### config.mk
export PLATFORM = sky130hd
export DESIGN_NAME = scancode_to_ascii_keyboard_fifo_core
export DESIGN_NICKNAME = d
export VERILOG_FILES = /design/src/hdl/kbfifo_pkg.sv /design/src/hdl/kbfifo_code_ram.sv /design/src/hdl/kbfifo_xlate.sv /design/src/hdl/scancode_to_ascii_keyboard_fifo_core.sv
export SDC_FILE = /design/constraint.sdc
export NUM_CORES = 1
export LEC_CHECK = 0
export ABC_CLOCK_PERIOD_IN_PS = 7700
export BUFFER_PORTS_ARGS = -buffer_cell sky130_fd_sc_hd__buf_2
export CAP_MARGIN = 20
export CORE_MARGIN = 2
export CORE_UTILIZATION = 52
export CTS_CLUSTER_DIAMETER = 150
export DETAILED_ROUTE_END_ITERATION = 16
export PLACE_DENSITY = 0.79
export SYNTH_ARGS = -nofsm -noshare
export SYNTH_HDL_FRONTEND = slang
export SYNTH_SLANG_ARGS = --single-unit
export TNS_END_PERCENT = 20
### constraint.sdc
create_clock -name clk -period 7.7 [get_ports clk]
set_input_delay 0.385 -clock clk [delete_from_list [all_inputs] [get_ports clk]]
set_output_delay 0.385 -clock clk [all_outputs]
set_load 0.05 [all_outputs]
### src/hdl/kbfifo_pkg.sv
// ============================================================================
// kbfifo_pkg
// Shared constants, codes and translation tables for the keyboard code FIFO.
// ============================================================================
package kbfifo_pkg;

    localparam int FIFO_DEPTH = 16;
    localparam int PTR_W      = (FIFO_DEPTH > 1) ? $clog2(FIFO_DEPTH) : 1;
    localparam int FILL_W     = 5;
    localparam int CODE_W     = 7;
    localparam int SCAN_W     = 8;
    localparam int CHAR_W     = 7;
    localparam int TABLE_LEN  = 58;
    localparam int TIDX_W     = 6;

    localparam logic [CHAR_W-1:0] CASE_BIT = 7'h20;

    typedef enum logic
    {
        OP_SCAN = 1'b0,
        OP_TAKE = 1'b1
    } opcode_t;

    typedef enum logic [1:0]
    {
        REG_CTRL_MAKE   = 2'd0,
        REG_LSHIFT_MAKE = 2'd1,
        REG_RSHIFT_MAKE = 2'd2,
        REG_CASE_SWAP   = 2'd3
    } reg_index_t;

    localparam logic [CODE_W-1:0] CTRL_MAKE_RST   = 7'd29;
    localparam logic [CODE_W-1:0] LSHIFT_MAKE_RST = 7'd42;
    localparam logic [CODE_W-1:0] RSHIFT_MAKE_RST = 7'd54;

    typedef logic [CHAR_W-1:0] char_map_t [TABLE_LEN];

    localparam char_map_t PLAIN_MAP = '{
        7'h00, 7'h00, 7'h31, 7'h32, 7'h33, 7'h34, 7'h35, 7'h36, 7'h37, 7'h38,
        7'h39, 7'h30, 7'h2D, 7'h3D, 7'h00, 7'h00, 7'h71, 7'h77, 7'h65, 7'h72,
        7'h74, 7'h79, 7'h75, 7'h69, 7'h6F, 7'h70, 7'h5B, 7'h5D, 7'h0A, 7'h00,
        7'h61, 7'h73, 7'h64, 7'h66, 7'h67, 7'h68, 7'h6A, 7'h6B, 7'h6C, 7'h3B,
        7'h27, 7'h60, 7'h00, 7'h5C, 7'h7A, 7'h78, 7'h63, 7'h76, 7'h62, 7'h6E,
        7'h6D, 7'h2C, 7'h2E, 7'h2F, 7'h00, 7'h2A, 7'h00, 7'h20
    };

    localparam char_map_t SHIFTED_MAP = '{
        7'h00, 7'h00, 7'h21, 7'h40, 7'h23, 7'h24, 7'h25, 7'h5E, 7'h26, 7'h2A,
        7'h28, 7'h29, 7'h5F, 7'h2B, 7'h00, 7'h00, 7'h51, 7'h57, 7'h45, 7'h52,
        7'h54, 7'h59, 7'h55, 7'h49, 7'h4F, 7'h50, 7'h7B, 7'h7D, 7'h0A, 7'h00,
        7'h41, 7'h53, 7'h44, 7'h46, 7'h47, 7'h48, 7'h4A, 7'h4B, 7'h4C, 7'h3A,
        7'h22, 7'h7E, 7'h00, 7'h7C, 7'h5A, 7'h58, 7'h43, 7'h56, 7'h42, 7'h4E,
        7'h4D, 7'h3C, 7'h3E, 7'h3F, 7'h00, 7'h2A, 7'h00, 7'h20
    };

    typedef struct packed
    {
        logic valid;
        logic shift;
        logic case_swap;
    } xlate_ctl_t;

endpackage

### src/hdl/kbfifo_code_ram.sv
// ============================================================================
// kbfifo_code_ram
// Code storage of the FIFO: one write port, one read port, registered read.
// ============================================================================
module kbfifo_code_ram
(
    input  logic                              clk,
    input  logic                              wr_en,
    input  logic [kbfifo_pkg::PTR_W-1:0]      wr_addr,
    input  logic [kbfifo_pkg::CODE_W-1:0]     wr_data,
    input  logic                              rd_en,
    input  logic [kbfifo_pkg::PTR_W-1:0]      rd_addr,
    output logic [kbfifo_pkg::CODE_W-1:0]     rd_data
);

    logic [kbfifo_pkg::CODE_W-1:0] mem [kbfifo_pkg::FIFO_DEPTH];
    logic [kbfifo_pkg::CODE_W-1:0] rd_data_reg;

    always_ff @(posedge clk)
    begin
        if (wr_en)
        begin
            mem[wr_addr] <= wr_data;
        end
    end

    always_ff @(posedge clk)
    begin
        if (rd_en)
        begin
            rd_data_reg <= mem[rd_addr];
        end
    end

    assign rd_data = rd_data_reg;

endmodule

### src/hdl/kbfifo_xlate.sv
// ============================================================================
// kbfifo_xlate
// Translates a set-1 make code to ASCII, with shift and caps lock applied.
// ============================================================================
module kbfifo_xlate
(
    input  logic [kbfifo_pkg::CODE_W-1:0]  code,
    input  kbfifo_pkg::xlate_ctl_t         ctl,
    output logic [kbfifo_pkg::CHAR_W-1:0]  character
);

    logic [kbfifo_pkg::CHAR_W-1:0] raw;
    logic [kbfifo_pkg::TIDX_W-1:0] idx;
    logic                          in_table;
    logic                          letter;

    always_comb
    begin
        idx      = code[kbfifo_pkg::TIDX_W-1:0];
        in_table = (code < kbfifo_pkg::CODE_W'(kbfifo_pkg::TABLE_LEN));
        raw      = '0;
        if (in_table)
        begin
            raw = ctl.shift ? kbfifo_pkg::SHIFTED_MAP[idx] : kbfifo_pkg::PLAIN_MAP[idx];
        end
        letter = ((raw >= 7'h61) && (raw <= 7'h7A)) || ((raw >= 7'h41) && (raw <= 7'h5A));
        if (!ctl.valid)
        begin
            character = '0;
        end
        else if (ctl.case_swap && letter)
        begin
            character = raw ^ kbfifo_pkg::CASE_BIT;
        end
        else
        begin
            character = raw;
        end
    end

endmodule

### src/hdl/scancode_to_ascii_keyboard_fifo_core.sv
// ============================================================================
// scancode_to_ascii_keyboard_fifo_core
// Keyboard front end: modifier tracking, make-code FIFO and ASCII translation.
// ============================================================================
//  channel | direction | signals
//  --------+-----------+--------------------------------------------------------
//  in      | input     | in_valid, in_ready, opcode, scan_byte
//  out     | output    | out_valid, out_ready, character, char_valid, dropped,
//          |           | shift_held, ctrl_held, fill_level
//  cfg     | input     | cfg_valid, cfg_ready, cfg_index, cfg_data
//
// The accept cycle updates pointers and flags and issues the registered code
// RAM read; the second stage translates the read data and loads the output
// register once it is free. Reset clears pointers, fill count, flags and
// valid bits; the code RAM and the output data registers are not cleared.
// A stalled output beat holds one further item in the second stage.
module scancode_to_ascii_keyboard_fifo_core
(
    input  logic                              clk,
    input  logic                              rst_n,
    input  logic                              in_valid,
    output logic                              in_ready,
    input  logic                              opcode,
    input  logic [kbfifo_pkg::SCAN_W-1:0]     scan_byte,
    output logic                              out_valid,
    input  logic                              out_ready,
    output logic [kbfifo_pkg::CHAR_W-1:0]     character,
    output logic                              char_valid,
    output logic                              dropped,
    output logic                              shift_held,
    output logic                              ctrl_held,
    output logic [kbfifo_pkg::FILL_W-1:0]     fill_level,
    input  logic                              cfg_valid,
    output logic                              cfg_ready,
    input  logic [1:0]                        cfg_index,
    input  logic [kbfifo_pkg::CODE_W-1:0]     cfg_data
);

    logic [kbfifo_pkg::CODE_W-1:0] ctrl_make_reg;
    logic [kbfifo_pkg::CODE_W-1:0] lshift_make_reg;
    logic [kbfifo_pkg::CODE_W-1:0] rshift_make_reg;
    logic                          case_swap_reg;

    logic [kbfifo_pkg::PTR_W-1:0]  rd_ptr_reg, rd_ptr_next;
    logic [kbfifo_pkg::PTR_W-1:0]  wr_ptr_reg, wr_ptr_next;
    logic [kbfifo_pkg::FILL_W-1:0] occupancy_reg, occupancy_next;
    logic                          shift_flag_reg, shift_flag_next;
    logic                          ctrl_flag_reg, ctrl_flag_next;

    logic                          s2_valid_reg, s2_valid_next;
    logic                          s2_pop_reg, s2_pop_next;
    logic                          s2_drop_reg, s2_drop_next;

    logic                          out_valid_reg;
    logic [kbfifo_pkg::CHAR_W-1:0] character_reg;
    logic                          char_valid_reg;
    logic                          dropped_reg;
    logic                          shift_held_reg;
    logic                          ctrl_held_reg;
    logic [kbfifo_pkg::FILL_W-1:0] fill_level_reg;

    logic                          in_fire;
    logic                          out_load;
    logic                          is_make;
    logic                          fifo_full;
    logic                          push;
    logic                          pop;
    logic [kbfifo_pkg::CODE_W-1:0] rd_code;
    logic [kbfifo_pkg::CHAR_W-1:0] xl_char;
    kbfifo_pkg::xlate_ctl_t        xl_ctl;

    assign in_ready  = !s2_valid_reg;
    assign in_fire   = in_valid && in_ready;
    assign cfg_ready = 1'b1;
    assign out_load  = s2_valid_reg && (!out_valid_reg || out_ready);

    assign is_make   = (opcode == kbfifo_pkg::OP_SCAN) && !scan_byte[kbfifo_pkg::SCAN_W-1];
    assign fifo_full = (occupancy_reg == kbfifo_pkg::FILL_W'(kbfifo_pkg::FIFO_DEPTH));
    assign push      = in_fire && is_make && !fifo_full;
    assign pop       = in_fire && (opcode == kbfifo_pkg::OP_TAKE) && (occupancy_reg != '0);

    always_comb
    begin
        rd_ptr_next     = rd_ptr_reg;
        wr_ptr_next     = wr_ptr_reg;
        occupancy_next  = occupancy_reg;
        shift_flag_next = shift_flag_reg;
        ctrl_flag_next  = ctrl_flag_reg;
        s2_valid_next   = s2_valid_reg;
        s2_pop_next     = s2_pop_reg;
        s2_drop_next    = s2_drop_reg;

        if (out_load)
        begin
            s2_valid_next = 1'b0;
        end

        if (in_fire)
        begin
            s2_valid_next = 1'b1;
            s2_pop_next   = pop;
            s2_drop_next  = is_make && fifo_full;
            if (opcode == kbfifo_pkg::OP_SCAN)
            begin
                if (scan_byte == {1'b0, ctrl_make_reg})
                begin
                    ctrl_flag_next = 1'b1;
                end
                else if (scan_byte == {1'b1, ctrl_make_reg})
                begin
                    ctrl_flag_next = 1'b0;
                end
                else if ((scan_byte == {1'b0, lshift_make_reg}) ||
                         (scan_byte == {1'b0, rshift_make_reg}))
                begin
                    shift_flag_next = 1'b1;
                end
                else if ((scan_byte == {1'b1, lshift_make_reg}) ||
                         (scan_byte == {1'b1, rshift_make_reg}))
                begin
                    shift_flag_next = 1'b0;
                end
            end
        end

        if (push)
        begin
            if (wr_ptr_reg == kbfifo_pkg::PTR_W'(kbfifo_pkg::FIFO_DEPTH - 1))
            begin
                wr_ptr_next = '0;
            end
            else
            begin
                wr_ptr_next = wr_ptr_reg + kbfifo_pkg::PTR_W'(1);
            end
            occupancy_next = occupancy_reg + kbfifo_pkg::FILL_W'(1);
        end

        if (pop)
        begin
            if (rd_ptr_reg == kbfifo_pkg::PTR_W'(kbfifo_pkg::FIFO_DEPTH - 1))
            begin
                rd_ptr_next = '0;
            end
            else
            begin
                rd_ptr_next = rd_ptr_reg + kbfifo_pkg::PTR_W'(1);
            end
            occupancy_next = occupancy_reg - kbfifo_pkg::FILL_W'(1);
        end
    end

    always_ff @(posedge clk or negedge rst_n)
    begin
        if (!rst_n)
        begin
            rd_ptr_reg     <= '0;
            wr_ptr_reg     <= '0;
            occupancy_reg  <= '0;
            shift_flag_reg <= 1'b0;
            ctrl_flag_reg  <= 1'b0;
            s2_valid_reg   <= 1'b0;
            s2_pop_reg     <= 1'b0;
            s2_drop_reg    <= 1'b0;
        end
        else
        begin
            rd_ptr_reg     <= rd_ptr_next;
            wr_ptr_reg     <= wr_ptr_next;
            occupancy_reg  <= occupancy_next;
            shift_flag_reg <= shift_flag_next;
            ctrl_flag_reg  <= ctrl_flag_next;
            s2_valid_reg   <= s2_valid_next;
            s2_pop_reg     <= s2_pop_next;
            s2_drop_reg    <= s2_drop_next;
        end
    end

    always_ff @(posedge clk or negedge rst_n)
    begin
        if (!rst_n)
        begin
            ctrl_make_reg   <= kbfifo_pkg::CTRL_MAKE_RST;
            lshift_make_reg <= kbfifo_pkg::LSHIFT_MAKE_RST;
            rshift_make_reg <= kbfifo_pkg::RSHIFT_MAKE_RST;
            case_swap_reg   <= 1'b0;
        end
        else if (cfg_valid && cfg_ready)
        begin
            unique case (kbfifo_pkg::reg_index_t'(cfg_index))
                kbfifo_pkg::REG_CTRL_MAKE:   ctrl_make_reg   <= cfg_data;
                kbfifo_pkg::REG_LSHIFT_MAKE: lshift_make_reg <= cfg_data;
                kbfifo_pkg::REG_RSHIFT_MAKE: rshift_make_reg <= cfg_data;
                kbfifo_pkg::REG_CASE_SWAP:   case_swap_reg   <= cfg_data[0];
                default:                     case_swap_reg   <= case_swap_reg;
            endcase
        end
    end

    kbfifo_code_ram u_code_ram
    (
        .clk     (clk),
        .wr_en   (push),
        .wr_addr (wr_ptr_reg),
        .wr_data (scan_byte[kbfifo_pkg::CODE_W-1:0]),
        .rd_en   (pop),
        .rd_addr (rd_ptr_reg),
        .rd_data (rd_code)
    );

    assign xl_ctl.valid     = s2_pop_reg;
    assign xl_ctl.shift     = shift_flag_reg;
    assign xl_ctl.case_swap = case_swap_reg;

    kbfifo_xlate u_xlate
    (
        .code      (rd_code),
        .ctl       (xl_ctl),
        .character (xl_char)
    );

    always_ff @(posedge clk or negedge rst_n)
    begin
        if (!rst_n)
        begin
            out_valid_reg <= 1'b0;
        end
        else if (out_load)
        begin
            out_valid_reg <= 1'b1;
        end
        else if (out_ready)
        begin
            out_valid_reg <= 1'b0;
        end
    end

    always_ff @(posedge clk)
    begin
        if (out_load)
        begin
            character_reg  <= xl_char;
            char_valid_reg <= s2_pop_reg;
            dropped_reg    <= s2_drop_reg;
            shift_held_reg <= shift_flag_reg;
            ctrl_held_reg  <= ctrl_flag_reg;
            fill_level_reg <= occupancy_reg;
        end
    end

    assign out_valid  = out_valid_reg;
    assign character  = character_reg;
    assign char_valid = char_valid_reg;
    assign dropped    = dropped_reg;
    assign shift_held = shift_held_reg;
    assign ctrl_held  = ctrl_held_reg;
    assign fill_level = fill_level_reg;

    assert property (@(posedge clk) disable iff (!rst_n)
        occupancy_reg <= kbfifo_pkg::FILL_W'(kbfifo_pkg::FIFO_DEPTH))
    else $error("FIFO fill count exceeds the depth.");

    assert property (@(posedge clk) disable iff (!rst_n)
        (out_valid && dropped) |-> (fill_level == kbfifo_pkg::FILL_W'(kbfifo_pkg::FIFO_DEPTH)))
    else $error("A dropped code was reported while the FIFO had room.");

    assert property (@(posedge clk) disable iff (!rst_n)
        pop |=> (occupancy_reg == ($past(occupancy_reg) - kbfifo_pkg::FILL_W'(1))))
    else $error("A pop did not lower the fill count by one.");

    assert property (@(posedge clk) disable iff (!rst_n)
        (out_valid && char_valid) |-> !dropped)
    else $error("A beat reports both a taken code and a dropped code.");

endmodule

==> impl_metrics.ini <==
[clock_network]
ctsHoldBuffers = 0
cts_buffers = 17
clock_sinks = 176
cts_tree = yes
root_buffer = clkbuf_16
clkTransAtPathRegs_ns = 0.06
clock_path_buffers = 2
cts_resized = 0
htreeDepth = 4
clk_latency_ns = 0.42
post-cts-setup-buffers = 0

[logic_synthesis]
ys_seq_elements = 176
yosysTopAreaCell = edfxtp_1
synth_fp_nets = 670
avgSynthCellArea_sq_um = 13.5
seq_area_frac_synth = 0.601
synth_cell_types = 63
async_flop_share = 0.233
synth_edf_count = 135
synth_area_leaders = edfxtp_1 (48%), dfrtp_1 (8.9%), mux2_2 (4.3%)
synth_top_area_share = 0.478
synthCells = 626
netlist_area_sq_um = 8480
yosysWarnings = 0
synth_flop_cell = edfxtp_1

[timing]
timing.final.crit_share = 0.440
holdWs_ns = 0.0812
slew_viol_final = 0
fin_worst_skew_ns = 0.0121
worst_slew_pin_slew_ns = 1.08
slew_headroom = 0.275
max_freq_ghz = 0.295
fin_setup_tns_ns = 0
setup_violations = 0
rsz0062_at_grt = false
worst_slack_ns = 4.31
min_period_ns = 3.39
hold_violations = 0

[pwr]
netSwitchingFraction = 0.339
power_density_nw_per_um2 = 311
p_switching_w = 0.000986
combPwrFrac = 0.297
pwr-share-clk = 0.262
p_leak_nw = 3.39
cellInternalPower_w = 0.00192
ir_worst_vdd_mv = 0.184
power_frac_seq = 0.441

[detailed_routing]
drt_wl_total_um = 18100
drc = 0
vias = 5420
ant_nets = 0
post_drt_wl_per_cell_um = 20.4
drt-pass1-iter-count = 6
drt_iter0_drc = 493
viasPerCell = 6.12

[placement]
place_worst_setup_slack_ns = 4.32
gp_congestion = 0.858
dp_hpwl_um = 11800
placed_area_sq_um = 8810
io_buffers = 40

[job]
drv_cap = 0

[setup_path]
critPathLaunchType = flip-flop
critical_path_arrival_ns = 3.56
worstSetupPathType = reg2reg
cp.required_ns = 7.87
r2r_slack_ns = 4.31
r2r_cells = 9
reg2reg_to = character[5]
worst_setup_path_end_kind = flip-flop
critPathLaunch = u_code_ram.rd_data[1]
critPathMaxFanout = 19
r2r-start = u_code_ram.rd_data[1]

[finish]
multiInputGateArea_sq_um = 3160
fin_nets = 702
final_core_util = 0.588
top_register = u_code_ram.mem
diodes = 0
fillers = 1223
final_area_sq_um = 9340
drive_gt1_frac = 0.204
area_growth_pct = 10.2
seqCellArea_sq_um = 5090
largest_reg_flops = 112

[die]
rows = 46
coreArea_sq_um = 15900
die_y_um = 132
initial_core_util = 0.534
dieArea_sq_um = 17300
die_w_um = 132
io_pins = 42

[global_routing]
track_usage = 0.216
antenna_found_initial = 0
grt_max_degree = 47
grt_pass1_wl_um = 29200
gr-total-overflow = 0
grt_pass1_vias = 5355

[run_status]
status = complete, no violations

[worst_hold_path]
worst_hold_path_type = in2async
worst max-delay path, stage by stage (launching register included):
cell and delay [ns]:
edfxtp_1 0.73, inv_1 0.28, ha_1 0.34, and2_4 0.20, o311ai_1 0.28, a221o_1 0.20
o2111ai_1 0.20, or4b_1 0.58, o221ai_1 0.23, mux2i_1 0.11
layer usage:
layer | global-route usage | part of all wire | vias to the layer above
li1 | - | - | 2447
met1 | 0.282 | 0.41 | 2739
met2 | 0.367 | 0.52 | 207
met3 | 0.0390 | 0.050 | 27
met4 | 0.0682 | 0.016 | 0
met5 | 0 | 0 | -
placed cells by master, fill, tap and decap left out, types with 13 or more instances in the layout:
master	n
nor2b_1	13
xor2_1	14
mux2i_1	28
nand2_1	43
and2_1	21
mux2_2	32
dfrtp_1	29
edfxtp_1	135
xnor2_1	16
mux4_2	16
o21ai_0	38
nor2_1	18
buf_2	41
ha_1	20
inv_1	13
a21oi_1	21
clkbuf_16	17
cells in the mapped netlist (all sizes together), types with 2 or more instances:
library cell and instances:
edfxtp 135, inv 15, mux2 32, nor3 2, a22oi 9, and2 22, a2111oi 2, a21oi 21
a21boi 2, or3 3, ha 20, nor4 4, xnor2 16, o22ai 2, and3 4, dfstp 11
o211ai 8, buf 23, nand2 43, o221ai 3, o21ai 39, a31oi 6, nand3 10, o2111ai 3
nand4 6, a22o 2, clkbuf 9, a311oi 2, nor2 18, nand3b 2, nand2b 12, mux4 16
nor2b 13, o311ai 6, a21o 3, xor2 14, nor3b 5, mux2i 28, a221o 2, dfrtp 30
a221oi 8
layout make-up:
type / instances / share of cell area
Timing Repair Buffer: 45 / 0.0252
Tap cell: 216 / 0.0289
Sequential cell: 176 / 0.546
Multi-Input combinational cell: 403 / 0.338
Inverter: 15 / 0.00603
Clock buffer: 20 / 0.0468
Clock inverter: 11 / 0.00911
power groups by stage:
stage / Combinational (W) / Clock [W] / Sequential, W
2_1_floorplan: 0.000645 / 0 / 0.00128
3_3_place_gp: 0.000837 / 0 / 0.00129
3_5_place_dp: 0.000853 / 0 / 0.00130
4_1_cts: 0.000863 / 0.000768 / 0.00128
5_1_grt: 0.000941 / 0.000809 / 0.00130
6_report: 0.000863 / 0.000761 / 0.00128
worst max path at each step:
stage          slack [ns]           end  cells past startpoint
6_report             4.31  character[5]                      9
5_1_grt              4.04  character[5]                      9
4_1_cts              4.31  character[5]                      9
3_5_place_dp         4.32  character[5]                      9
3_3_place_gp         4.48  character[5]                      9
2_1_floorplan        4.75  character[5]                     11
cell families after synthesis:
logic type | share of synthesized area
AOI/OAI and AO/OA | 0.0992
xor gates and xnor gates | 0.0310
adders and majority gates | 0.0319
buffers and inverters | 0.0263
DFF | 0.601
muxes | 0.118
other | 0.000442
and+or+nand+nor | 0.0921
through the flow:
step	power (W)	cells
2_1_floorplan	0.00192	626
3_5_place_dp	0.00215	854
5_1_grt	0.00305	886
3_3_place_gp	0.00212	854
4_1_cts	0.00291	885
6_report	0.00290	886
Note: power is estimated with default switching activity, not from simulation.
